**src/hw/rtl/bbpe_pkg.sv**
```systemverilog
// ----------------------------------------------------------------------------
// bbpe_pkg
// Shared types, widths and codes for the binary boundary pixel extractor.
// ----------------------------------------------------------------------------
package bbpe_pkg;

    // payload widths
    localparam int PIX_W     = 8;
    localparam int COORD_W   = 11;
    localparam int INDEX_W   = 16;
    localparam int SIZE_W    = 12;
    localparam int CFG_W     = 16;
    localparam int CFG_IDX_W = 2;

    // size compare width, covers the largest line/frame parameter (8192)
    localparam int CMP_W     = 14;
    localparam int MIN_SIZE  = 3;

    localparam int MAX_WIDTH_DEF  = 2048;
    localparam int MAX_HEIGHT_DEF = 2048;

    // configuration register indexes
    localparam logic [CFG_IDX_W-1:0] REG_WIDTH  = 2'd0;
    localparam logic [CFG_IDX_W-1:0] REG_HEIGHT = 2'd1;
    localparam logic [CFG_IDX_W-1:0] REG_LIMIT  = 2'd2;

    localparam logic [SIZE_W-1:0]  WIDTH_RST  = 12'd640;
    localparam logic [SIZE_W-1:0]  HEIGHT_RST = 12'd480;
    localparam logic [INDEX_W-1:0] LIMIT_RST  = 16'd1000;

    // pixel classes
    localparam logic [1:0] CLS_NONE  = 2'b00;
    localparam logic [1:0] CLS_WHITE = 2'b01;
    localparam logic [1:0] CLS_BLACK = 2'b10;

    localparam logic [PIX_W-1:0] PIX_WHITE = 8'd255;
    localparam logic [PIX_W-1:0] PIX_BLACK = 8'd0;

    // 3x3 window, 6 bits per column; black bits of the 8 neighbors
    localparam int WIN_W = 18;
    localparam logic [WIN_W-1:0] NBR_BLACK_MASK = 18'h2A8AA;

    // candidate queue
    localparam int QUEUE_DEPTH = 4;
    localparam int QPTR_W      = $clog2(QUEUE_DEPTH);
    localparam int QCNT_W      = $clog2(QUEUE_DEPTH + 1);

    // one entry between the front and the back
    typedef struct packed {
        logic               boundary;   // interior white pixel with a black neighbor
        logic               clr_before; // frame start: clear point count first
        logic               clr_after;  // last pixel of frame: clear point count after
        logic [COORD_W-1:0] col;
        logic [COORD_W-1:0] row;
    } t_cand;

    function automatic logic [1:0] classify(input logic [PIX_W-1:0] pix);
        logic [1:0] cls;
        cls = CLS_NONE;
        if (pix == PIX_WHITE) begin
            cls = CLS_WHITE;
        end else if (pix == PIX_BLACK) begin
            cls = CLS_BLACK;
        end
        return cls;
    endfunction

endpackage

```
**src/hw/rtl/bbpe_queue.sv**
```systemverilog
// ----------------------------------------------------------------------------
// bbpe_queue
// Short candidate FIFO between the front and the back.
// ----------------------------------------------------------------------------
module bbpe_queue (
    input  logic                         i_clk,
    input  logic                         i_rst_n,
    input  logic                         i_push,
    input  bbpe_pkg::t_cand              i_cand,
    input  logic                         i_pop,
    output logic                         o_valid,
    output bbpe_pkg::t_cand              o_cand,
    output logic [bbpe_pkg::QCNT_W-1:0]  o_count
);

    bbpe_pkg::t_cand                 r_ent [bbpe_pkg::QUEUE_DEPTH];
    logic [bbpe_pkg::QPTR_W-1:0]     r_wr_ptr, r_rd_ptr;
    logic [bbpe_pkg::QCNT_W-1:0]     r_count;
    logic                            do_pop;

    assign do_pop  = i_pop && (r_count != '0);
    assign o_valid = (r_count != '0);
    assign o_cand  = r_ent[r_rd_ptr];
    assign o_count = r_count;

    always_ff @(posedge i_clk) begin
        if (!i_rst_n) begin
            r_wr_ptr <= '0;
            r_rd_ptr <= '0;
            r_count  <= '0;
        end else begin
            if (i_push) begin
                r_wr_ptr <= r_wr_ptr + bbpe_pkg::QPTR_W'(1);
            end
            if (do_pop) begin
                r_rd_ptr <= r_rd_ptr + bbpe_pkg::QPTR_W'(1);
            end
            if (i_push && !do_pop) begin
                r_count <= r_count + bbpe_pkg::QCNT_W'(1);
            end else if (!i_push && do_pop) begin
                r_count <= r_count - bbpe_pkg::QCNT_W'(1);
            end
        end
    end

    always_ff @(posedge i_clk) begin
        if (i_push) begin
            r_ent[r_wr_ptr] <= i_cand;
        end
    end

endmodule

```
**config.mk**
```make
export PLATFORM = sky130hd
export DESIGN_NAME = bbpe_queue
export DESIGN_NICKNAME = d
export VERILOG_FILES = /design/src/hw/rtl/bbpe_pkg.sv /design/src/hw/rtl/bbpe_queue.sv
export SDC_FILE = /design/constraint.sdc
export NUM_CORES = 1
export LEC_CHECK = 0
export ABC_AREA = 1
export BUFFER_PORTS_ARGS = -buffer_cell sky130_fd_sc_hd__buf_2
export CAP_MARGIN = 30
export CORE_MARGIN = 2
export CORE_UTILIZATION = 57
export DETAILED_ROUTE_END_ITERATION = 12
export PLACE_DENSITY_LB_ADDON = 0.05
export REMOVE_ABC_BUFFERS = 1
export SYNTH_ARGS = -nofsm -noshare
export SYNTH_HDL_FRONTEND = slang
export SYNTH_SLANG_ARGS = --single-unit
```
**constraint.sdc**
```tcl
create_clock -name i_clk -period 1.75 [get_ports i_clk]
set_input_delay 0.35 -clock i_clk [delete_from_list [all_inputs] [get_ports i_clk]]
set_output_delay 0.35 -clock i_clk [all_outputs]
set_load 0.05 [all_outputs]
```
Word-level counts from Yosys, hierarchy flattened --
Memories as Yosys holds them, arrays and structs flattened. A register that Yosys moved wholly into a read port is not among the register bits. Index checks and enable logic that the tools add are counted.
Storage, ports and cells: memories kept 1, ROM bits 0, output and inout bits 29, input bits 29, latch bits 0, bits in registers 7, logic and storage cells 21, memory bits (writable) 100
Memory list:
- r_ent | depth 4, bits a word 25, read ports 1, clocked after Yosys merged registers in 1, wr ports 1, RTL line bbpe_queue.sv:16 | bbpe_pkg::t_cand r_ent [bbpe_pkg::QUEUE_DEPTH];
Cells by class: magnitude comparators 0, eq/ne operators 0, div/mod/pow operators 0, bitwise logic cells 0, shifts and indexed selects 0, $add $sub $neg 4, multiply operators 0, reduce and logical (&&, ||, !) cells 7, muxes and demuxes 6
Operators with widths (number):
- two-way mux 3 bit | 2
- adder 2 x 1 -> 2 bit, second input constant | 2
- two-way mux 2 bit | 2
- adder 3 x 1 -> 3 bit, second input constant | 1
- logical AND 1 bit | 3
- nonzero test 3 bit | 1
- subtractor 3 x 1 -> 3 bit, second input constant | 1
- zero test 1 bit | 2
- two-way mux 1 bit | 2
- nonzero test 2 bit | 1

Logic depth before layout (Yosys ltp) --
Gate-level depths: netlist (run 1).
word-level depth 5, depth in mapped cells 12, mapped depth without buffers 12

Worst setup path before layout (run 1) --
No wires, ideal clock.
kind reg-to-reg, start point register r_count, in the netlist o_count[1], end point register r_count, in the netlist o_count[1], buffers on the path 0, setup time 116 ps, arrival time 2221 ps, cell stages (with the launch flop) 9, path slack -587 ps, cells stage by stage dfxtp_1 -> nor2_1 -> nand2_1 -> nand2_1 -> ha_1 -> inv_1 -> fa_1 -> o21ai_0 -> nor2_1
On the way: word-level cells in the longest chain between the ends 5
RTL lines:
- from (decl) | RTL line bbpe_queue.sv:18 | logic [bbpe_pkg::QCNT_W-1:0] r_count;
- from (signal assigned) | RTL line bbpe_queue.sv:39 | r_count <= r_count + bbpe_pkg::QCNT_W'(1);
- from (signal assigned) | RTL line bbpe_queue.sv:41 | r_count <= r_count - bbpe_pkg::QCNT_W'(1);
- nonzero test 3 bit *
- named net o_valid | RTL line bbpe_queue.sv:11 | output logic o_valid,
- logical AND 1 bit * | RTL line bbpe_queue.sv:21 | assign do_pop = i_pop && (r_count != '0);
- zero test 1 bit | RTL line bbpe_queue.sv:38 | if (i_push && !do_pop) begin
- logical AND 1 bit | RTL line bbpe_queue.sv:38
- two-way mux 3 bit / nonzero test 2 bit (equally long branches)
The timed path passes the listed nets; every way through them passes the cells marked *. The select of a mux whose other input is x is not followed. A chain may end at the register's enable or synchronous reset.

==> impl_metrics.py, run 1 <==
metrics = {
    "run_status": {
        "outcome": "complete, but fails checks",
        "failed_checks": "setup timing",
    },
    "power_and_ir_drop": {
        "p_leak_nw": 1.97,
        "pwr-share-clk_pct": 20.8,
        "vdd.ir_drop.worst_mv": 1.05,
        "switching_power_mw": 2.97,
        "sequentialPowerShare_pct": 39.7,
        "p_comb_share_pct": 39.5,
        "p_sw_share_pct": 37.8,
        "p_int_mw": 4.90,
        "p_per_area_nw_per_um2": 1490,
    },
    "place": {
        "port_buffers": 57,
        "dpl.hpwl_um": 4770,
        "placedCellCount": 465,
        "gp_congestion": 0.776,
    },
    "logic_synthesis": {
        "synth_cells": 304,
        "async_flop_share_pct": 0,
        "synth-seq-cells": 109,
        "syn_area_per_cell_um2": 14.1,
        "yosys_warnings": 0,
        "synth_edf_count": 100,
        "synth_top_area_share_pct": 70.3,
        "synth_commonest_cells": "100 x edfxtp_1, 56 x nor2_1, 25 x o21ai_1, 24 x o22ai_1, 20 x o21ai_2",
        "yosysSeqAreaShare_pct": 74.5,
        "yosys.area.top_type": "edfxtp_1",
        "yosysMostFrequentCell": "edfxtp_1",
        "synth.area.top_cells": "edfxtp_1 70%, nor2_1 4.9%, dfxtp_1 4.2%",
        "synthFlopType": "edfxtp_1",
        "synth_cell_types": 20,
        "syn_area_um2": 4270,
    },
    "floorplanning": {
        "die_w_um": 90.6,
        "num_rows": 31,
        "initial_core_util_pct": 58.9,
        "dieArea_um2": 8200,
        "core_um2": 7250,
        "io_pins": 58,
        "die_h_um": 90.6,
    },
    "clocking": {
        "cts_sinks": 109,
        "cts-root-buf": "clkbuf_8",
        "clock_path_buffers": 2,
        "htree_levels": 3,
        "cts_hold_buf": 0,
        "clk-insertion-delay-late_ps": 360,
        "clk_pin_slew_worst_paths_ps": 100,
        "cts_buffers": 9,
        "cts_tree": "done",
    },
    "global_routing": {
        "met3_usage_pct": 3.67,
        "antenna_found_initial": 0,
        "grt_pass1_wl_um": 12500,
        "grt-ovfl-total": 0,
        "grt_use_met1_pct": 26.1,
        "grt-busiest-layer": "met2",
        "grt_max_degree": 26,
        "grtUsageTotal_pct": 19.7,
        "grt_pass1_vias": 2441,
        "grt_use_met2_pct": 32.8,
    },
    "detailed_routing": {
        "num_vias": 2572,
        "drt_wl_total_um": 7870,
        "drt-initial-drc-count": 182,
        "dr.pass1.iters": 4,
        "vias_per_cell": 5.28,
        "drtAntennaViolNets": 0,
        "drcViolationCount": 0,
        "wire_per_inst_um": 16.2,
    },
    "finish": {
        "final_layout_size_suffix_gt1_share_pct": 36.3,
        "syn2layout_area_growth_pct": 24.0,
        "fillCellCount": 485,
        "final_nets": 418,
        "instances_no_fill": 487,
        "fin_util_pct": 73.0,
        "n_antenna_cell": 0,
    },
    "critical_path": {
        "critPathRequiredTime_ps": 1400,
        "endpoint_kind": "output port",
        "critPathKind": "flip-flop to output port",
        "cpPeakStageDelay_ps": 440,
        "crit_arrival_ps": 1470,
        "path_cells": "buf_12 -> o21ai_1 -> o22ai_1 -> buf_4",
        "start_kind": "flip-flop",
        "critical-path-slowest-cell": "dfxtp_4",
        "path_max_fanout": 21,
    },
    "timing": {
        "max_freq_ghz": 0.550,
        "fin_ws_ps": -67.1,
        "tightest_slew_ps": 268,
        "hold_violations": 0,
        "period_share_pct": 104,
        "finalCriticalPeriod_ps": 1820,
        "setup_viol": 25,
        "final.setup_skew_ps": 9.89,
        "final_max_slew_viol_count": 0,
        "rsz0062_at_grt": "true",
        "maxSlewHeadroom_pct": 82.1,
    },
    "min_path": {
        "hp-class": "input port to flip-flop",
    },
    "run": {
        "drv_cap": 0,
    },
}
path summary, 6_finish.rpt:
| kind | start | cells after the start | slack [ps] | to |
|---|---|---|---|---|
| max | flip-flop | 4 | -70 | o_cand[0] |
| min | i_cand[2] | 1 | 200 | r_ent[0][2]$_DFFE_PP_ |
| max reg2reg | o_count[1]$_SDFFE_PN0P_ | 12 | 50 | o_count[2]$_SDFFE_PN0P_ |
| min reg2reg | r_rd_ptr[0]$_SDFFE_PN0P_ | 2 | 510 | r_rd_ptr[0]$_SDFFE_PN0P_ |
kinds of logic (layout without fill, tap and decap cells):
| family | Yosys count | in the layout | synth area share [%] |
|---|---|---|---|
| buffers and inverters | 31 | 115 | 4.39 |
| XOR/XNOR | 1 | 1 | 0.205 |
| flip-flops | 109 | 109 | 74.5 |
| adder cells (fa/ha/maj) | 6 | 6 | 1.93 |
| AO/OA/AOI/OAI | 83 | 83 | 12.4 |
| AND/OR/NAND/NOR | 74 | 74 | 6.59 |
layout make-up:
class	count	area, um^2	area share [%]
clock buffer	9	124	2.34
tap	99	124	2.34
timing repair buffer	83	728	13.7
multi-input combinational	164	951	18.0
inverter	16	80.1	1.51
sequential	109	3190	60.3
clock inverter	7	97.6	1.84
timing repair:
| action | in CTS | in global routing |
|---|---|---|
| resized for setup | 49 | 24 |
| setup endpoints to repair | 26 | 28 |
| cloned | 1 | 1 |
| pin swaps | 2 | 2 |
| setup buffers | 3 | 1 |
power groups by stage:
stage                     Sequential (mW)  Clock [mW]  Combinational, mW
final                                3.13        1.64               3.11
after global routing                 3.15        1.75               3.29
after CTS                            3.11        1.65               3.00
after detailed placement             3.14           0               2.69
after global placement               3.14           0               2.65
after floorplan                      3.33           0               1.70
per-stage QoR:
stage | area (um^2) | hold WS, ps | TNS (ps) | worst slack [ps] | power, mW
after floorplan | 4150 | 449 | -19130 | -732 | 5.02
after global placement | 4780 | 497 | 0 | 97.9 | 5.78
after detailed placement | 4780 | 498 | -8.97 | -8.97 | 5.83
after CTS | 5200 | 190 | -1440 | -84.3 | 7.76
after global routing | 5300 | 191 | -2960 | -144 | 8.19
final | 5300 | 196 | -1100 | -67.1 | 7.87
state kept, by name, indices dropped and copies added, names as in the netlist, named ones only:
name	cells
o_count	3
r_wr_ptr	2
r_ent	100
r_rd_ptr	2
critical path: cells and delay by family, from the launching register on:
family	cells	cell delay [ps]
buf+inv	2	400
flops	1	440
compound gates	2	260
cells in the final DEF (no fill, tap or decap), types with 2 or more instances in the layout:
| cell type | Yosys | routed |
|---|---|---|
| buf_6 | 6 | 8 |
| nor2_2 | 0 | 9 |
| buf_12 | 0 | 7 |
| o21ai_0 | 8 | 6 |
| edfxtp_1 | 100 | 100 |
| ha_1 | 5 | 5 |
| inv_1 | 14 | 14 |
| nor2_1 | 56 | 47 |
| clkinvlp_4 | 0 | 2 |
| bufinv_16 | 0 | 2 |
| dfxtp_4 | 0 | 2 |
| clkbuf_8 | 0 | 9 |
| buf_8 | 0 | 4 |
| o22ai_2 | 1 | 2 |
| nand3_1 | 3 | 3 |
| o21ai_1 | 25 | 22 |
| buf_4 | 5 | 30 |
| a21oi_1 | 5 | 5 |
| o21ai_2 | 20 | 25 |
| buf_2 | 4 | 32 |
| o22ai_1 | 24 | 23 |
| dfxtp_1 | 9 | 6 |
| nand2_1 | 15 | 14 |
metal layers:
layer	wire length (um)	share of wire (%)	vias up
met5	0	0	-
met2	3980	51	65
li1	-	-	1266
met3	361	4.6	8
met1	3440	44	1233
met4	87	1.1	0
(Power assumes the default switching activity.)
==> run 2: changes to the inputs <==
--- a/config.mk
+++ b/config.mk
@@ -11,8 +11,10 @@
 export CORE_MARGIN = 2
 export CORE_UTILIZATION = 57
 export DETAILED_ROUTE_END_ITERATION = 12
-export PLACE_DENSITY_LB_ADDON = 0.05
+export GPL_TIMING_DRIVEN = 0
+export PLACE_DENSITY = 0.9
 export REMOVE_ABC_BUFFERS = 1
+export SETUP_SLACK_MARGIN = 0.05
 export SYNTH_ARGS = -nofsm -noshare
 export SYNTH_HDL_FRONTEND = slang
 export SYNTH_SLANG_ARGS = --single-unit
==> impl_metrics.py, run 2 (synthesis gave the netlist of run 1 again) <==
metrics = {
    "global_routing": {
        "met3_usage_pct": 5.09,
        "grt_pass1_vias": 2675,
        "grt_pass1_wl_um": 13900,
        "grt-busiest-layer": "met2",
        "grt-ovfl-total": 0,
        "grt_use_met2_pct": 39.7,
        "grt_max_degree": 26,
        "grt_use_met1_pct": 28.6,
        "antenna_found_initial": 1,
        "grtUsageTotal_pct": 22.9,
    },
    "finish": {
        "ff_latch_area_um2": 3200,
        "fillCellCount": 425,
        "layout_commonest_cell": "edfxtp_1",
        "syn2layout_area_growth_pct": 27.8,
        "largest_reg_flops": 100,
        "post-route-cell-area_um2": 5460,
        "fin_util_pct": 75.2,
        "final_nets": 422,
        "top_register": "r_ent",
        "n_antenna_cell": 0,
        "multi_input_comb_area_um2": 1000,
        "final_layout_size_suffix_gt1_share_pct": 38.5,
        "mostFrequentLayoutCells": "100 x edfxtp_1, 53 x nor2_1, 31 x buf_2",
    },
    "floorplanning": {
        "initial_core_util_pct": 58.9,
        "dieArea_um2": 8200,
        "core_um2": 7250,
        "die_h_um": 90.6,
        "die_w_um": 90.6,
        "io_pins": 58,
        "num_rows": 31,
    },
    "run_status": {
        "failed_checks": "setup timing",
        "outcome": "complete, but fails checks",
    },
    "critical_path": {
        "critical-path-slowest-cell": "dfxtp_4",
        "endpoint_kind": "output port",
        "regToRegEndpoint": "r_ent[0][14]$_DFFE_PP_",
        "critPathRequiredTime_ps": 1400,
        "start_kind": "flip-flop",
        "path_cells": "clkbuf_16 -> o21ai_2 -> o22ai_1 -> buf_4",
        "cp_num_buf_inv": 2,
        "crit_family": "flip-flops",
        "r2r_start": "r_wr_ptr[0]$_SDFFE_PN0P_",
        "worst_r2r_path_depth": 5,
        "critPathKind": "flip-flop to output port",
        "crit_arrival_ps": 1540,
        "path_max_fanout": 6,
        "rrSetupSlack_ps": 160,
        "cpPeakStageDelay_ps": 510,
    },
    "timing": {
        "fin_ws_ps": -144,
        "maxSlewHeadroom_pct": 64.3,
        "hold_violations": 0,
        "max_freq_ghz": 0.528,
        "final.setup_skew_ps": 9.08,
        "period_share_pct": 108,
        "fin_setup_tns_ps": -2910,
        "tightest_slew_ps": 535,
        "setup_viol": 25,
        "final_max_slew_viol_count": 0,
        "rsz0062_at_grt": "true",
        "finalCriticalPeriod_ps": 1890,
    },
    "min_path": {
        "min_path_cells": 1,
        "hp-start": "i_cand[19]",
        "hp-class": "input port to flip-flop",
        "hold_end": "r_ent[1][19]$_DFFE_PP_",
    },
    "clocking": {
        "cts-root-buf": "clkbuf_8",
        "clock_path_buffers": 2,
        "clk_pin_slew_worst_paths_ps": 110,
        "cts_sinks": 109,
        "cts_tree": "done",
        "htree_levels": 3,
        "clk-insertion-delay-late_ps": 370,
        "cts_buffers": 9,
    },
    "detailed_routing": {
        "drtAntennaViolNets": 0,
        "drt_wl_total_um": 9440,
        "wire_per_inst_um": 19.2,
        "drcViolationCount": 0,
        "num_vias": 2742,
        "dr.pass1.iters": 4,
        "drt-initial-drc-count": 164,
        "vias_per_cell": 5.58,
    },
    "place": {
        "dpl.hpwl_um": 4590,
        "port_buffers": 57,
        "gp_congestion": 0.705,
        "place_area_um2": 4670,
    },
    "power_and_ir_drop": {
        "p_total_mw": 8.16,
        "p_leak_nw": 2.02,
        "vdd.ir_drop.worst_mv": 1.23,
        "p_per_area_nw_per_um2": 1490,
    },
    "run": {
        "drv_cap": 0,
    },
}
[run 2: cell count changes in the layout (fill, tap and decap cells not counted), sizes merged]
cell	previous run	this run
clkinvlp	2	1
clkbuf	10	11
buf	82	81
bufinv	2	0
clkinv	3	1
inv	16	25
[run 2: through the flow]
stage          hold slack [ps]  std cells  setup WS, ps
2_1_floorplan              449        289          -732
6_report                   185        491          -144
5_1_grt                    174        491          -202
3_3_place_gp               489        445         -1330
3_5_place_dp               501        449          -720
4_1_cts                    178        484          -126
[run 2: area by class of cell]
class	instances	share of cell area [%]
clock buffer	9	2.27
clock inverter	7	1.17
inverter	16	1.70
multi-input combinational	164	18.3
sequential	109	58.6
tap	99	2.27
timing repair buffer	83	14.8
timing repair inverter	4	0.917
[run 2: metal layers]
metal	routed length, um	share of wire (%)
met3	609	6.5
met2	5030	53
met1	3680	39
met4	121	1.3
met5	0	0
[run 2: how the worst max path moves through the flow]
stage | from | to | slack, ps | cells after the start
finish | flip-flop | o_cand[0] | -140 | 4
global route | flip-flop | o_cand[8] | -200 | 5
CTS | flip-flop | o_cand[24] | -130 | 5
detailed placement | flip-flop | o_cand[24] | -720 | 4
global placement | flip-flop | o_cand[24] | -1330 | 4
floorplan | flip-flop | o_cand[14] | -730 | 3
[run 2: worst reg2reg max path: stages (launching register included)]
cell,delay (ps)
dfxtp_1,350
inv_1,120
ha_1,160
nand2_1,50
inv_1,400
buf_16,230
[run 2: timing repair]
item	4_1_cts	5_1_grt
hold buffers	0	0
pin swaps	3	14
setup buffers	14	6
endpoints found under the hold margin	0	0
gates resized for setup	57	35
gates cloned	5	2
endpoints found under the setup margin	27	44
[run 2: power by group]
part / total [mW] / internal, mW / leakage [nW] / switching, mW
Sequential: 3.17 / 3.02 / 0.995 / 0.143
Combinational: 3.54 / 1.28 / 0.926 / 2.26
Clock: 1.45 / 0.559 / 0.0980 / 0.888
