$ cat src/hw/rtl/bbpe_pkg.sv
// ----------------------------------------------------------------------------
// bbpe_pkg
// Shared types, widths and codes for the binary boundary pixel extractor.
// ----------------------------------------------------------------------------
package bbpe_pkg;

    // payload widths
    localparam int PIX_W     = 8;
    localparam int COORD_W   = 11;
    localparam int INDEX_W   = 16;
    localparam int SIZE_W    = 12;
    localparam int CFG_W     = 16;
    localparam int CFG_IDX_W = 2;

    // size compare width, covers the largest line/frame parameter (8192)
    localparam int CMP_W     = 14;
    localparam int MIN_SIZE  = 3;

    localparam int MAX_WIDTH_DEF  = 2048;
    localparam int MAX_HEIGHT_DEF = 2048;

    // configuration register indexes
    localparam logic [CFG_IDX_W-1:0] REG_WIDTH  = 2'd0;
    localparam logic [CFG_IDX_W-1:0] REG_HEIGHT = 2'd1;
    localparam logic [CFG_IDX_W-1:0] REG_LIMIT  = 2'd2;

    localparam logic [SIZE_W-1:0]  WIDTH_RST  = 12'd640;
    localparam logic [SIZE_W-1:0]  HEIGHT_RST = 12'd480;
    localparam logic [INDEX_W-1:0] LIMIT_RST  = 16'd1000;

    // pixel classes
    localparam logic [1:0] CLS_NONE  = 2'b00;
    localparam logic [1:0] CLS_WHITE = 2'b01;
    localparam logic [1:0] CLS_BLACK = 2'b10;

    localparam logic [PIX_W-1:0] PIX_WHITE = 8'd255;
    localparam logic [PIX_W-1:0] PIX_BLACK = 8'd0;

    // 3x3 window, 6 bits per column; black bits of the 8 neighbors
    localparam int WIN_W = 18;
    localparam logic [WIN_W-1:0] NBR_BLACK_MASK = 18'h2A8AA;

    // candidate queue
    localparam int QUEUE_DEPTH = 4;
    localparam int QPTR_W      = $clog2(QUEUE_DEPTH);
    localparam int QCNT_W      = $clog2(QUEUE_DEPTH + 1);

    // one entry between the front and the back
    typedef struct packed {
        logic               boundary;   // interior white pixel with a black neighbor
        logic               clr_before; // frame start: clear point count first
        logic               clr_after;  // last pixel of frame: clear point count after
        logic [COORD_W-1:0] col;
        logic [COORD_W-1:0] row;
    } t_cand;

    function automatic logic [1:0] classify(input logic [PIX_W-1:0] pix);
        logic [1:0] cls;
        cls = CLS_NONE;
        if (pix == PIX_WHITE) begin
            cls = CLS_WHITE;
        end else if (pix == PIX_BLACK) begin
            cls = CLS_BLACK;
        end
        return cls;
    endfunction

endpackage

$ cat src/hw/rtl/bbpe_pt_if.sv
// ----------------------------------------------------------------------------
// bbpe_pt_if
// Boundary point channel: valid/ready with column, row and running index.
// ----------------------------------------------------------------------------
interface bbpe_pt_if;
    logic                         valid;
    logic                         ready;
    logic [bbpe_pkg::COORD_W-1:0] point_col;
    logic [bbpe_pkg::COORD_W-1:0] point_row;
    logic [bbpe_pkg::INDEX_W-1:0] point_index;

    modport source (output valid, output point_col, output point_row,
                    output point_index, input ready);
    modport sink   (input valid, input point_col, input point_row,
                    input point_index, output ready);
endinterface

$ cat src/hw/rtl/bbpe_back.sv
// ----------------------------------------------------------------------------
// bbpe_back
// Point limit, running index and output register.
// ----------------------------------------------------------------------------
module bbpe_back (
    input  logic                          i_clk,
    input  logic                          i_rst_n,
    input  logic                          i_valid,
    input  bbpe_pkg::t_cand               i_cand,
    input  logic [bbpe_pkg::INDEX_W-1:0]  i_limit,
    output logic                          o_pop,
    bbpe_pt_if.source                     o_pt
);

    logic [bbpe_pkg::INDEX_W-1:0] r_sent, sent_eff;
    logic                         r_out_valid;
    logic [bbpe_pkg::COORD_W-1:0] r_out_col, r_out_row;
    logic [bbpe_pkg::INDEX_W-1:0] r_out_idx;
    logic                         emit, slot_free;

    assign sent_eff  = i_cand.clr_before ? '0 : r_sent;
    assign emit      = i_cand.boundary && (sent_eff < i_limit);
    assign slot_free = !r_out_valid || o_pt.ready;
    assign o_pop     = i_valid && (!emit || slot_free);

    always_ff @(posedge i_clk) begin
        if (!i_rst_n) begin
            r_sent      <= '0;
            r_out_valid <= 1'b0;
        end else begin
            if (o_pop) begin
                r_sent <= i_cand.clr_after ? '0 : sent_eff + bbpe_pkg::INDEX_W'(emit);
            end
            if (o_pop && emit) begin
                r_out_valid <= 1'b1;
            end else if (o_pt.ready) begin
                r_out_valid <= 1'b0;
            end
        end
    end

    always_ff @(posedge i_clk) begin
        if (o_pop && emit) begin
            r_out_col <= i_cand.col;
            r_out_row <= i_cand.row;
            r_out_idx <= sent_eff;
        end
    end

    assign o_pt.valid       = r_out_valid;
    assign o_pt.point_col   = r_out_col;
    assign o_pt.point_row   = r_out_row;
    assign o_pt.point_index = r_out_idx;

endmodule

$ cat src/flat_wrapper.sv
// flat-port wrapper written by rule: the top's interface ports become plain ports
module bbpe_back_flat 
  (i_clk, i_rst_n, i_valid, i_cand, i_limit, o_pop, o_pt_valid, o_pt_point_col, o_pt_point_row, o_pt_point_index, o_pt_ready);
  bbpe_pt_if o_pt_i ();
  input  logic i_clk;
  input  logic i_rst_n;
  input  logic i_valid;
  input  bbpe_pkg::t_cand i_cand;
  input  logic [bbpe_pkg::INDEX_W-1:0] i_limit;
  output logic o_pop;
  output wire logic [$bits(o_pt_i.valid)-1:0] o_pt_valid;
  output wire logic [$bits(o_pt_i.point_col)-1:0] o_pt_point_col;
  output wire logic [$bits(o_pt_i.point_row)-1:0] o_pt_point_row;
  output wire logic [$bits(o_pt_i.point_index)-1:0] o_pt_point_index;
  input wire logic [$bits(o_pt_i.ready)-1:0] o_pt_ready;
  assign o_pt_valid = o_pt_i.valid;
  assign o_pt_point_col = o_pt_i.point_col;
  assign o_pt_point_row = o_pt_i.point_row;
  assign o_pt_point_index = o_pt_i.point_index;
  assign o_pt_i.ready = o_pt_ready;
  bbpe_back u_core (.i_clk(i_clk), .i_rst_n(i_rst_n), .i_valid(i_valid), .i_cand(i_cand), .i_limit(i_limit), .o_pop(o_pop), .o_pt(o_pt_i));
endmodule
$ cat config.mk
export PLATFORM = sky130hd
export DESIGN_NAME = bbpe_back_flat
export DESIGN_NICKNAME = d
export VERILOG_FILES = /design/src/hw/rtl/bbpe_pkg.sv /design/src/hw/rtl/bbpe_pt_if.sv /design/src/hw/rtl/bbpe_back.sv /design/src/flat_wrapper.sv
export SDC_FILE = /design/constraint.sdc
export NUM_CORES = 1
export LEC_CHECK = 0
export CAP_MARGIN = 20
export CELL_PAD_IN_SITES_DETAIL_PLACEMENT = 0
export CELL_PAD_IN_SITES_GLOBAL_PLACEMENT = 1
export CORE_AREA = 2 2 76 78
export DETAILED_ROUTE_END_ITERATION = 12
export DIE_AREA = 0 0 78 80
export DONT_BUFFER_PORTS = 1
export PLACE_DENSITY_LB_ADDON = 0.1
export SYNTH_ARGS = -nofsm -noshare
export SYNTH_HDL_FRONTEND = slang
export SYNTH_SLANG_ARGS = --single-unit
$ cat constraint.sdc
create_clock -name i_clk -period 12.9 [get_ports i_clk]
set_input_delay 1.935 -clock i_clk [delete_from_list [all_inputs] [get_ports i_clk]]
set_output_delay 1.935 -clock i_clk [all_outputs]
set_load 0.02 [all_outputs]
# Word-level counts from Yosys, hierarchy flattened

Index checks and enable logic that the tools add are counted.
Widths: inputs -> output; s select.

Flip-flop bits (word level): 55
Bits in latches: 0
RAM bits: 0
Bits in read-only memories: 0
Input bits: 45
Output and inout port bits: 40
Word-level logic and storage cells: 19
Memories: 0

Add/sub/neg operators: 1
Multiply operators: 0
Divide/modulo/power cells: 0
$lt $le $gt $ge: 1
Eq/ne operators: 0
Shifts and indexed selects: 0
Muxes and demuxes: 4
Bitwise operators: 0
Reduce and logical (&&, ||, !) cells: 8

Operators by type and width:

| kind              | count |
|---|---|
| $mux 16           | 2 |
| $add 16x1->16     | 1 |
| $lt 16x16->1      | 1 |
| $logic_and 1x1->1 | 3 |
| $logic_not 1->1   | 2 |
| $logic_or 1x1->1  | 2 |
| $mux 1            | 2 |
| $reduce_bool 2->1 | 1 |

# Depth between registers and ports, before layout

Gate-level depths: netlist of run 1.

Word-level depth: 8
Depth in mapped cells: 16
Gate-level depth less buffers: 14

# Worst setup path after synthesis of run 1

OpenSTA, ideal clock, no wires.

Path kind: input -> output
Start point: in i_cand[23] (netlist name)
End point: out o_pop
Data arrival time: 4.046 ns
Data required time: 10.965 ns
Path slack: 6.919 ns
Stages on the path: 12
Buffers on the path: 4
Path through: buf_6 clkbuf_1 nor2b_1 ha_1 a21oi_1 o21ai_1 and2_1 o41ai_4 or2_1 buf_6 buf_6 inv_2

Word-level cells in the longest chain between the ends: 6

Ends and longest elaborated chain:

| element                       | line               | RTL |
|---|---|---|
| from (decl)                   | flat_wrapper.sv:8  | `input bbpe_pkg::t_cand i_cand;` |
| $mux 16                       | bbpe_back.sv:21    | `assign sent_eff = i_cand.clr_before ? '0 : r_sent;` |
| via u_core.sent_eff (one bit) | bbpe_back.sv:15    | `logic [bbpe_pkg::INDEX_W-1:0] r_sent, sent_eff;` |
| $lt 16x16->1                  | bbpe_back.sv:22    | `assign emit = i_cand.boundary && (sent_eff < i_limit);` |
| $logic_and 1x1->1             | bbpe_back.sv:22    |  |
| $logic_not 1->1               | bbpe_back.sv:24    | `assign o_pop = i_valid && (!emit \|\| slot_free);` |
| $logic_or 1x1->1              | bbpe_back.sv:24    |  |
| $logic_and 1x1->1             | bbpe_back.sv:24    |  |
| to (decl)                     | flat_wrapper.sv:10 | `output logic o_pop;` |

The timed path passes the listed nets, and every way through them passes these cells.

# Final worst setup path of run 1

Start point: in i_cand[23] (netlist name)
End point: out o_pop

Word-level cells in the longest chain between the ends: 6

Ends and longest elaborated chain:

| element           | line |
|---|---|
| $mux 16           | bbpe_back.sv:21 |
| $lt 16x16->1      | bbpe_back.sv:22 |
| $logic_and 1x1->1 | bbpe_back.sv:22 |
| $logic_not 1->1   | bbpe_back.sv:24 |
| $logic_or 1x1->1  | bbpe_back.sv:24 |
| $logic_and 1x1->1 | bbpe_back.sv:24 |

Every way passes these cells.

==> results.txt, run 1 <==
----------------------------------------------------
[Floorplan]
  I/O pin cnt ... 85
  Starting density of the core ... 50.8%
  Floorplan Core Area ... 0.00541 mm²
  Y dimension of the die ... 80 µm
  Horiz. Die Dim ... 78 µm
  FP Rows ... 27
  Die area ... 0.00624 mm²

[Status]
  Status ... complete, no violations

[Worst setup path]
  Largest fanout on the critical path ... 21
  Worst Path Class, Setup ... in2out
  Launching element type of the critical path ... input pin
  Largest stage delay on the critical path ... 0.88 ns
  Data arrival at the endpoint of the critical path ... 4.49 ns
  Number of buffers and inverters on the critical path ... 1
  Kind of cell adding the most delay to the critical path ... compound AO/OA/AOI/OAI gates
  Critical path cell sequence ... nor2b_1 -> ha_1 -> a21oi_1 -> o21ai_1 -> and2_1 -> o41ai_4 -> or2_1 -> inv_2
  Endpoint required time on the critical path ... 10.97 ns
  Type of destination of the critical path ... primary output
  Slowest stage cell, crit path ... o41ai_4

[STA]
  Max-slew violation count ... 0
  Shortest clock period the worst path allows after layout ... ~6.4 ns
  Tightest hold margin ... 0.489 ns
  Worst Slack Setup Final ... 6.47 ns
  Total Negative Setup Slacks ... 0 ns
  RSZ-0062 raised after global routing ... false
  Worst-margin pin slew ... 1.01 ns
  Final-report setup violation count ... 0
  Number of hold-slack violations in the final timing report ... 0
  Max-slew headroom ... approximately 33%
  Post-Route Skew ... 0.00777 ns
  Share of the clock period used by the worst path ... around half
  Maximum operating frequency ... between 0.15 and 0.2 GHz

[Logic synthesis]
  Register bit total from synthesis ... 55
  Top cell type's share of synthesized area ... 41.6%
  Top area cells in the synthesized netlist ... edfxtp_1 42%, dfxtp_1 12%, ha_1 7.3%
  Library cell occupying the most area in the post-synthesis netlist ... edfxtp_1
  Post-Synthesis Cells ... between 200 and 250
  EDFF count, synth ... 38
  Post-Synthesis Cell Area ... ~0.0027 mm²
  Most used flip-flop cell after synthesis ... edfxtp_1
  Syn. warnings ... 0
  Post-synth net total ... 300
  Fraction of registers with async set or reset after synthesis ... 0%
  Number of unique standard cell types used by synthesis ... 51
  Sequential share of the synthesized area ... 54.0%
  Average cell area after synthesis ... 11.5 µm²

[Final layout]
  Final core occ ... 53.0%
  Final Instance Count excl. Fillers ... 307
  Number of nets in the finished design ... 295
  Number of antenna diodes ... 0
  Fraction of final layout cells with drive strength greater than 1 ... 8.09%
  Area added between synthesis and finish ... 4.28%
  Post-Layout Inst Area ... roughly 0.0029 mm²

[CTS]
  Total number of H-tree levels ... 2
  CTS tree ... built
  TritonCTS Buffers ... 5
  Post-CTS Setup Repair Bufs ... 0
  Post-CTS Resized ... 0
  Cts-stage hold buffer count ... 0
  Clk sink count ... 55
  Clock root cell ... clkbuf_8
  Insertion delay to the later sink of the worst-skew pair ... approximately 0.31 ns
  Clock slew at the register clock pins of the worst setup and hold paths ... 0.10 ns
  Maximum root-to-sink buffer count ... 2

[Detailed routing]
  Detailed-route wire length ... 5870 µm
  Total via count in the routed design ... 1,862
  Number of vias per cell after detailed routing ... 6.07
  Post-route DRC ... 0
  Wire length per cell after detailed routing ... 19.1 µm
  Detailed Routing Iterations Pass 1 ... 4
  DRT antenna net count ... 0
  1st-iter DRT viols ... 120

[Global route]
  Final global-route overflow total ... 0
  Global-route wire length before repair ... 9200 µm
  Total track usage ... around a fifth
  Largest net degree at the start of global routing ... 39
  Antenna violations before repair ... 0
  Vias in the first global route ... 1,734

[Run]
  Max-cap violations ... 0

[Power and ir drop]
  Power density cells ... about 110 mW/mm²
  Max rail drop VDD ... between 0.04 and 0.05 mV
  Post-layout power ... approximately 0.32 mW
  Leakage dissipation ... 1.06 nW

[Place]
  Final Wtd Congestion ... 0.807
  Cell Count Post-Placement ... 299
  Worst slack, placed ... 6.50 ns
  Buffers added on ports ... 0
  Area post-placement ... around 0.0028 mm²
  HPWL after detailed placement ... 4230 µm

[Worst hold path]
  Worst min-delay path class ... reg2reg

----------------------------------------------------
routing by layer:
| metal | track usage, % | vias up | routed length (µm) |
|---|---|---|---|
| met5 | 0 | - | 0 |
| met1 | 25.0 | 882 | 2520 |
| met4 | 5.96 | 0 | 48 |
| met2 | 30.9 | 77 | 2880 |
| met3 | 5.32 | 4 | 421 |
| li1 | - | 899 | - |
power by group:
group          switching, mW  internal, mW  leakage, nW
Combinational         0.0107       0.00462        0.524
Sequential           0.00862         0.195        0.487
Clock                 0.0607        0.0391       0.0485
synthesized netlist by cell type, types with 2 or more instances:
cell type and n:
o31ai_2 2, buf_6 3, o311ai_0 7, or4_1 2, o311ai_1 3, and4_1 4, nand4b_1 3, o21ai_1 9
nand4_1 6, and2_1 3, nand2_1 5, buf_2 3, nor2b_1 17, ha_1 16, nor3_1 5, a211oi_1 2
o21ai_0 4, nand3_1 9, inv_1 17, nor2_1 17, o31ai_1 2, edfxtp_1 38, xor2_1 3, clkbuf_1 6
a21oi_1 10, dfxtp_1 17, nand3b_1 2
worst register-to-register path, stage by stage (launching register included):
cell      delay, ns
dfxtp_1        0.43
nor2b_1        0.33
ha_1           0.32
and4_1         0.24
o21ai_1        0.12
nand3_2        0.13
o21ai_0        0.30
and2_1         0.23
ha_1           0.18
and3b_1        0.24
and4_1         0.30
and3_1         0.26
nor2_1         0.06
o311ai_0       0.37
o31ai_2        0.11
cell type report:
cell class	count	area [µm²]
Clock buffer	5	68.8
Clock inverter	3	22.5
Fill cell	479	2540
Inverter	18	67.6
Multi-Input combinational cell	154	1130
Sequential cell	55	1480
Tap cell	72	90.1
cells in the final DEF, fill, tap and decap left out, types with 2 or more instances in the layout:
cell / Yosys / routed
edfxtp_1: 38 / 38
inv_1: 17 / 17
nor2_1: 17 / 17
dfxtp_1: 17 / 17
nor2b_1: 17 / 16
ha_1: 16 / 16
a21oi_1: 10 / 10
o21ai_1: 9 / 9
nand3_1: 9 / 9
o311ai_0: 7 / 7
nand4_1: 6 / 6
nand2_1: 5 / 5
nor3_1: 5 / 5
clkbuf_8: 0 / 5
and4_1: 4 / 4
o21ai_0: 4 / 4
and2_1: 3 / 3
o311ai_1: 3 / 3
xor2_1: 3 / 3
nand4b_1: 3 / 3
a211oi_1: 2 / 2
o31ai_2: 2 / 2
nand3b_1: 2 / 2
or4_1: 2 / 2
o31ai_1: 2 / 2
sequential cells by signal, summed over array words and instances (netlist names):
signal                   flops
u_core.o_pt.valid            1
u_core.r_sent               16
u_core.o_pt.point_index     16
u_core.o_pt.point_row       11
u_core.o_pt.point_col       11
worst paths after layout:
path	start	endpoint	slack [ns]	cells past startpoint
setup / recovery	i_cand[23]	o_pop	6.47	8
hold / removal	u_core.r_sent[0]	u_core.r_sent[0]	0.49	2
setup reg to reg	u_core.r_sent[7]	u_core.r_sent[9]	9.18	14
hold reg to reg	u_core.r_sent[0]	u_core.r_sent[0]	0.49	2
kinds of logic after synthesis:
family                     synth area share, %
and+or+nand+nor                           18.8
adders and majority gates                 7.29
xor gates and xnor gates                  1.28
buffers and inverters                     5.06
DFF                                       54.0
AOI/OAI and AO/OA                         13.6
(Power assumes the default switching activity.)
==> run 2, diff against run 1 <==
--- a/config.mk
+++ b/config.mk
@@ -8,9 +8,9 @@
 export CAP_MARGIN = 20
 export CELL_PAD_IN_SITES_DETAIL_PLACEMENT = 0
 export CELL_PAD_IN_SITES_GLOBAL_PLACEMENT = 1
-export CORE_AREA = 2 2 76 78
+export CORE_AREA = 2 2 82 84
 export DETAILED_ROUTE_END_ITERATION = 12
-export DIE_AREA = 0 0 78 80
+export DIE_AREA = 0 0 84 86
 export DONT_BUFFER_PORTS = 1
 export PLACE_DENSITY_LB_ADDON = 0.1
 export SYNTH_ARGS = -nofsm -noshare
==> constraint.sdc (replaced) <==
create_clock -name i_clk -period 5.2 [get_ports i_clk]
set_input_delay 0.78 -clock i_clk [delete_from_list [all_inputs] [get_ports i_clk]]
set_output_delay 0.78 -clock i_clk [all_outputs]
set_load 0.02 [all_outputs]
==> results.txt, run 2 (same netlist as run 1, synthesis figures left out) <==
----------------------------------------------------
[Power and ir drop]
  Clk pwr share ... 30.6%
  Fraction of power spent switching nets ... 24.5%
  Reg power frac ... around 64%
  Power density cells ... 272 mW/mm²
  Proportion of power drawn by combinational gates ... roughly 5.0%
  Max rail drop VDD ... 0.121 mV
  Leakage dissipation ... between 1 and 1.5 nW
  Power Internal ... 0.592 mW
  Post-layout power ... between 0.7 and 0.8 mW
  Psw ... approximately 0.19 mW

[Global route]
  Vias in the first global route ... 1,807
  Largest net degree at the start of global routing ... 39
  Global-route wire length before repair ... 9600 µm
  Final global-route overflow total ... 0
  Total track usage ... 16.7%
  Antenna violations before repair ... 0

[CTS]
  Clock root cell ... clkbuf_8
  Clk sink count ... 55
  Cts-stage hold buffer count ... 0
  Total number of H-tree levels ... 2
  Post-CTS Setup Repair Bufs ... 0
  TritonCTS Buffers ... 5
  Clock slew at the register clock pins of the worst setup and hold paths ... 0.10 ns
  Post-CTS Resized ... 0
  Maximum root-to-sink buffer count ... 2
  Insertion delay to the later sink of the worst-skew pair ... 0.31 ns
  CTS tree ... built

[STA]
  Worst-margin pin slew ... 1.02 ns
  Total Negative Setup Slacks ... 0 ns
  Maximum operating frequency ... 0.264 GHz
  Post-Route Skew ... 0.00593 ns
  Shortest clock period the worst path allows after layout ... 3.79 ns
  RSZ-0062 raised after global routing ... false
  Max-slew violation count ... 0
  Share of the clock period used by the worst path ... 72.8%
  Number of hold-slack violations in the final timing report ... 0
  Max-slew headroom ... around a third
  Final-report setup violation count ... 0

[Final layout]
  Most frequent standard cell in the layout excluding fill and tap cells ... edfxtp_1
  Number of antenna diodes ... 0
  Post-Layout Inst Area ... 0.00288 mm²
  Count of fill cells added during filler insertion ... 607
  Fraction of final layout cells with drive strength greater than 1 ... 8.86%
  Commonest non-fill, non-tap cells in the layout ... 38 x edfxtp_1, 17 x inv_1, 17 x nor2_1, 17 x dfxtp_1
  Number of nets in the finished design ... 297
  Final Instance Count excl. Fillers ... 314
  Area added between synthesis and finish ... 5.06%

[Place]
  Final Wtd Congestion ... 0.795
  Cell Count Post-Placement ... about 310
  Area post-placement ... 0.00279 mm²
  Buffers added on ports ... 0
  HPWL after detailed placement ... roughly 4400 µm

[Floorplan]
  Starting density of the core ... 43.7%
  Floorplan Core Area ... 0.00628 mm²
  Die area ... 0.00722 mm²
  I/O pin cnt ... 85
  FP Rows ... 29
  Y dimension of the die ... 86 µm
  Horiz. Die Dim ... 84 µm

[Detailed routing]
  DRT antenna net count ... 0
  1st-iter DRT viols ... 119
  Wire length per cell after detailed routing ... between 15 and 20 µm
  Total via count in the routed design ... 1,860
  Detailed-route wire length ... 6020 µm
  Detailed Routing Iterations Pass 1 ... 4
  Number of vias per cell after detailed routing ... between 5 and 6
  Post-route DRC ... 0

[Worst setup path]
  Logic depth of the worst register-to-register path ... 14
  CP endpoint ... o_pop
  Launching element type of the critical path ... flip-flop
  Critical path cell sequence ... nor2b_1 -> ha_1 -> a21oi_1 -> o21ai_1 -> and2_1 -> o41ai_4 -> or2_1 -> inv_2
  Slowest stage cell, crit path ... o41ai_4
  Worst Path Class, Setup ... reg2out
  Type of destination of the critical path ... primary output
  Largest fanout on the critical path ... 18
  Data arrival at the endpoint of the critical path ... 3.01 ns
  Endpoint required time on the critical path ... 4.42 ns
  Largest stage delay on the critical path ... approximately 0.88 ns
  Critical R2R Launch ... u_core.r_sent[7]
  FF-to-FF End ... u_core.r_sent[9]
  Internal reg-to-reg setup slack ... about 1.7 ns
  Timing startpoint of the critical path ... u_core.r_sent[11]

[Status]
  Status ... complete, no violations

[Run]
  Max-cap violations ... 0

[Worst hold path]
  Worst min-delay path class ... reg2reg

----------------------------------------------------
run 2: cell count changes in the layout (fill, tap and decap cells not counted):
cell / delta
buf_4: +2
run 2: worst min-delay path by stage:
stage	from	end	slack (ns)	cells past startpoint
after global placement	u_core.r_sent[0]	u_core.r_sent[0]	0.46	2
after detailed placement	u_core.r_sent[0]	u_core.r_sent[0]	0.47	2
final	u_core.r_sent[0]	u_core.r_sent[0]	0.48	2
after CTS	u_core.r_sent[0]	u_core.r_sent[0]	0.49	2
after global routing	u_core.r_sent[0]	u_core.r_sent[0]	0.52	2
after floorplan	u_core.r_sent[0]	u_core.r_sent[0]	0.44	2
run 2: final cells by class:
class                           instances  area [µm²]  area share (%)
Timing Repair Buffer                    2        15.0           0.521
Tap cell                               77        96.3            3.34
Sequential cell                        55        1480            51.4
Clock buffer                            5        68.8            2.39
Multi-Input combinational cell        154        1130            39.3
Inverter                               18        67.6            2.34
Clock inverter                          3        22.5           0.781
run 2: layer usage:
metal,vias up,wire length (µm),global-route usage (%)
li1,885,-,-
met1,875,2680,21.6
met2,95,2880,27.2
met3,5,402,5.49
met4,0,58,4.25
met5,-,0,0
run 2: worst max-delay path: cells and delay by family (launching register included):
family          cells  cell delay [ns]
flops               1             0.44
simple gates        3             0.75
buf+inv             1             0.08
compound gates      3             1.12
fa+ha+maj           1             0.31
run 2: per-stage QoR:
stage               utilization, %  hold WS, ns  setup WS [ns]
floorplan                        -        0.445          0.675
global placement              44.5        0.462           1.46
detailed placement            44.5        0.475           1.40
CTS                           45.9        0.490           1.41
global route                  45.9        0.518           1.23
finish                        45.9        0.484           1.41
run 2: power by group through the flow:
stage / sequential [mW] / clock, mW / combinational, mW
2_1_floorplan: 0.513 / 0 / 0.0382
3_3_place_gp: 0.515 / 0 / 0.0388
3_5_place_dp: 0.515 / 0 / 0.0395
4_1_cts: 0.505 / 0.252 / 0.0397
5_1_grt: 0.506 / 0.266 / 0.0440
6_report: 0.505 / 0.240 / 0.0390
==> run 3, diff against run 2 <==
--- a/config.mk
+++ b/config.mk
@@ -5,6 +5,7 @@
 export SDC_FILE = /design/constraint.sdc
 export NUM_CORES = 1
 export LEC_CHECK = 0
+export ABC_AREA = 1
 export CAP_MARGIN = 20
 export CELL_PAD_IN_SITES_DETAIL_PLACEMENT = 0
 export CELL_PAD_IN_SITES_GLOBAL_PLACEMENT = 1
==> constraint.sdc (replaced) <==
create_clock -name i_clk -period 3.66 [get_ports i_clk]
set_input_delay 0.549 -clock i_clk [delete_from_list [all_inputs] [get_ports i_clk]]
set_output_delay 0.549 -clock i_clk [all_outputs]
set_load 0.02 [all_outputs]
==> results.txt, run 3 <==
----------------------------------------------------
[Status]
  Status ... complete, no violations

[CTS]
  TritonCTS Buffers ... 5
  Clock slew at the register clock pins of the worst setup and hold paths ... 0.10 ns
  CTS tree ... built
  Maximum root-to-sink buffer count ... 2
  Insertion delay to the later sink of the worst-skew pair ... roughly 0.31 ns
  Total number of H-tree levels ... 2
  Post-CTS Resized ... 0
  Clk sink count ... 55
  Post-CTS Setup Repair Bufs ... 0
  Cts-stage hold buffer count ... 0
  Clock root cell ... clkbuf_8

[Place]
  Final Wtd Congestion ... 0.832
  HPWL after detailed placement ... between 4000 and 5000 µm
  Buffers added on ports ... 0

[Worst setup path]
  Slowest stage cell, crit path ... dfxtp_1
  Critical path cell sequence ... inv_1 -> nor2_1 -> ha_1 -> a21oi_1 -> o21ai_0 -> a21oi_1 -> a21boi_1 -> ha_1 -> nand2_1 -> nor2_1 -> nand2_1 -> nor2_1 -> nand2_1 -> nand2_1 -> nand3_1 -> nand3_1 -> nand2_1 -> nor2_2
  Endpoint required time on the critical path ... 3.92 ns
  Type of destination of the critical path ... flip-flop
  Launching element type of the critical path ... flip-flop
  Critical Path Most Common Cell ... nand2_1
  Data arrival at the endpoint of the critical path ... 3.42 ns
  Largest fanout on the critical path ... 4
  Largest stage delay on the critical path ... 0.44 ns
  Worst Path Class, Setup ... reg2reg

[Detailed routing]
  Detailed Routing Iterations Pass 1 ... 4
  Number of vias per cell after detailed routing ... 5.04
  DRT antenna net count ... 0
  Detailed-route wire length ... 6080 µm
  Wire length per cell after detailed routing ... 15.4 µm
  1st-iter DRT viols ... 78
  Total via count in the routed design ... between 1,500 and 2,000
  Post-route DRC ... 0

[Logic synthesis]
  Register bit total from synthesis ... 55
  Post-Synthesis Cells ... 309
  Average cell area after synthesis ... 9.18 µm²
  Library cell occupying the most area in the post-synthesis netlist ... edfxtp_1
  Sequential share of the synthesized area ... a little over half
  Most common cell in the netlist ... nand2_1
  Most used flip-flop cell after synthesis ... edfxtp_1
  Synth cell count leaders ... 60 x nand2_1, 42 x inv_1, 38 x edfxtp_1, 37 x nor2_1, 36 x nand3_1
  EDFF count, synth ... 38
  Syn. warnings ... 0
  Top area cells in the synthesized netlist ... edfxtp_1 40%, dfxtp_1 12%, nand2_1 7.9%
  Post-Synthesis Cell Area ... 0.00284 mm²
  Top cell type's share of synthesized area ... 40.2%
  Number of unique standard cell types used by synthesis ... 31
  Fraction of registers with async set or reset after synthesis ... 0%
  Post-synth net total ... 370

[Global route]
  Vias in the first global route ... between 1,500 and 2,000
  Global-route wire length before repair ... about 9900 µm
  Largest net degree at the start of global routing ... 39
  Antenna violations before repair ... 0
  Total track usage ... 17.3%
  Final global-route overflow total ... 0

[Power and ir drop]
  Max rail drop VDD ... around 0.18 mV
  Fraction of power spent switching nets ... between 20% and 30%
  Psw ... ~0.31 mW
  Proportion of power drawn by combinational gates ... 9.8%
  Power density cells ... 394 mW/mm²
  Clk pwr share ... 27.8%
  Leakage dissipation ... 1.31 nW
  Power Internal ... 0.876 mW
  Reg power frac ... 62.5%

[STA]
  Share of the clock period used by the worst path ... 86.5%
  Worst-margin pin slew ... 0.449 ns
  Post-Route Skew ... between 0.01 and 0.015 ns
  RSZ-0062 raised after global routing ... false
  Tightest hold margin ... 0.340 ns
  Total Negative Setup Slacks ... 0 ns
  Shortest clock period the worst path allows after layout ... around 3.2 ns
  Max-slew violation count ... 0
  Final-report setup violation count ... 0
  Number of hold-slack violations in the final timing report ... 0
  Maximum operating frequency ... 0.316 GHz
  Max-slew headroom ... 70.0%

[Floorplan]
  Horiz. Die Dim ... approximately 84 µm
  Die area ... just over 0.007 mm²
  Floorplan Core Area ... between 0.006 and 0.007 mm²
  I/O pin cnt ... 85
  FP Rows ... 29
  Starting density of the core ... 45.2%
  Y dimension of the die ... 86 µm

[Final layout]
  Fraction of final layout cells with drive strength greater than 1 ... between 10% and 20%
  Commonest non-fill, non-tap cells in the layout ... 60 x nand2_1, 42 x inv_1, 38 x edfxtp_1
  Number of nets in the finished design ... 377
  Number of antenna diodes ... 0
  Area added between synthesis and finish ... 6.31%
  Most frequent standard cell in the layout excluding fill and tap cells ... nand2_1

[Run]
  Max-cap violations ... 0

[Worst hold path]
  Worst min-delay path class ... in2reg

----------------------------------------------------
run 3: changes by cell type after synthesis, moves of 4 or more:
cell / delta
nor2_2: +12
and4_1: -4
nand3_1: +27
nor2_4: +9
nand2_1: +55
inv_1: +25
nor2b_1: -17
o311ai_0: -7
nor2_1: +20
o21ai_1: -7
run 3: metal layers:
| metal | vias up | part of all wire [%] | track usage (%) |
|---|---|---|---|
| met1 | 870 | 49 | 23.8 |
| met5 | - | 0 | 0 |
| met3 | 6 | 6.9 | 5.20 |
| met4 | 0 | 0.97 | 4.40 |
| met2 | 87 | 43 | 26.8 |
| li1 | 1021 | - | - |
run 3: kinds of logic after synthesis:
family | Yosys count | share of synthesized area, %
simple gates | 163 | 27.9
flops | 55 | 52.2
buf+inv | 53 | 8.34
compound gates | 22 | 4.50
fa+ha+maj | 16 | 7.06
run 3: area by class of cell:
cell class,instances,area [µm²]
flip-flops and latches,55,1480
well taps,77,96.3
multi-input cells,201,1120
clock inverters,3,20.0
fillers,620,3260
clock buffers,5,68.8
repair buffers,7,52.6
inverters,46,178
run 3: per-stage QoR:
stage               worst slack, ns  std cells  power, mW  util [%]  cell area, µm²
floorplan                     0.448        309      0.853         -            2840
global placement              0.348        386      0.874      46.6            2930
detailed placement            0.322        386      0.875      46.6            2930
CTS                           0.493        394       1.21      48.0            3020
global route                  0.157        394       1.25      48.0            3020
finish                        0.496        394       1.19      48.0            3020
run 3: final timing paths:
kind | slack (ns) | cells past startpoint | end | from
worst max-delay path | 0.50 | 18 | u_core.r_sent[14] | u_core.r_sent[9]
worst min-delay path | 0.34 | 0 | u_core.o_pt.point_col[1] | i_cand[12]
worst max register to register | 0.50 | 18 | u_core.r_sent[14] | u_core.r_sent[9]
worst min register to register | 0.48 | 2 | u_core.r_sent[15] | u_core.r_sent[15]
run 3: critical path: cells and delay by family, from the launching register on:
kind	cells	cell delay [ns]
AO/OA/AOI/OAI	4	0.81
adder cells (fa/ha/maj)	2	0.47
buffers and inverters	1	0.08
flip-flops	1	0.44
AND/OR/NAND/NOR	11	1.30
run 3: power by group through the flow:
stage | Clock [mW] | Combinational [mW] | Sequential (mW)
floorplan | 0 | 0.100 | 0.752
global placement | 0 | 0.117 | 0.757
detailed placement | 0 | 0.117 | 0.758
CTS | 0.347 | 0.118 | 0.743
global route | 0.367 | 0.136 | 0.746
finish | 0.330 | 0.116 | 0.743
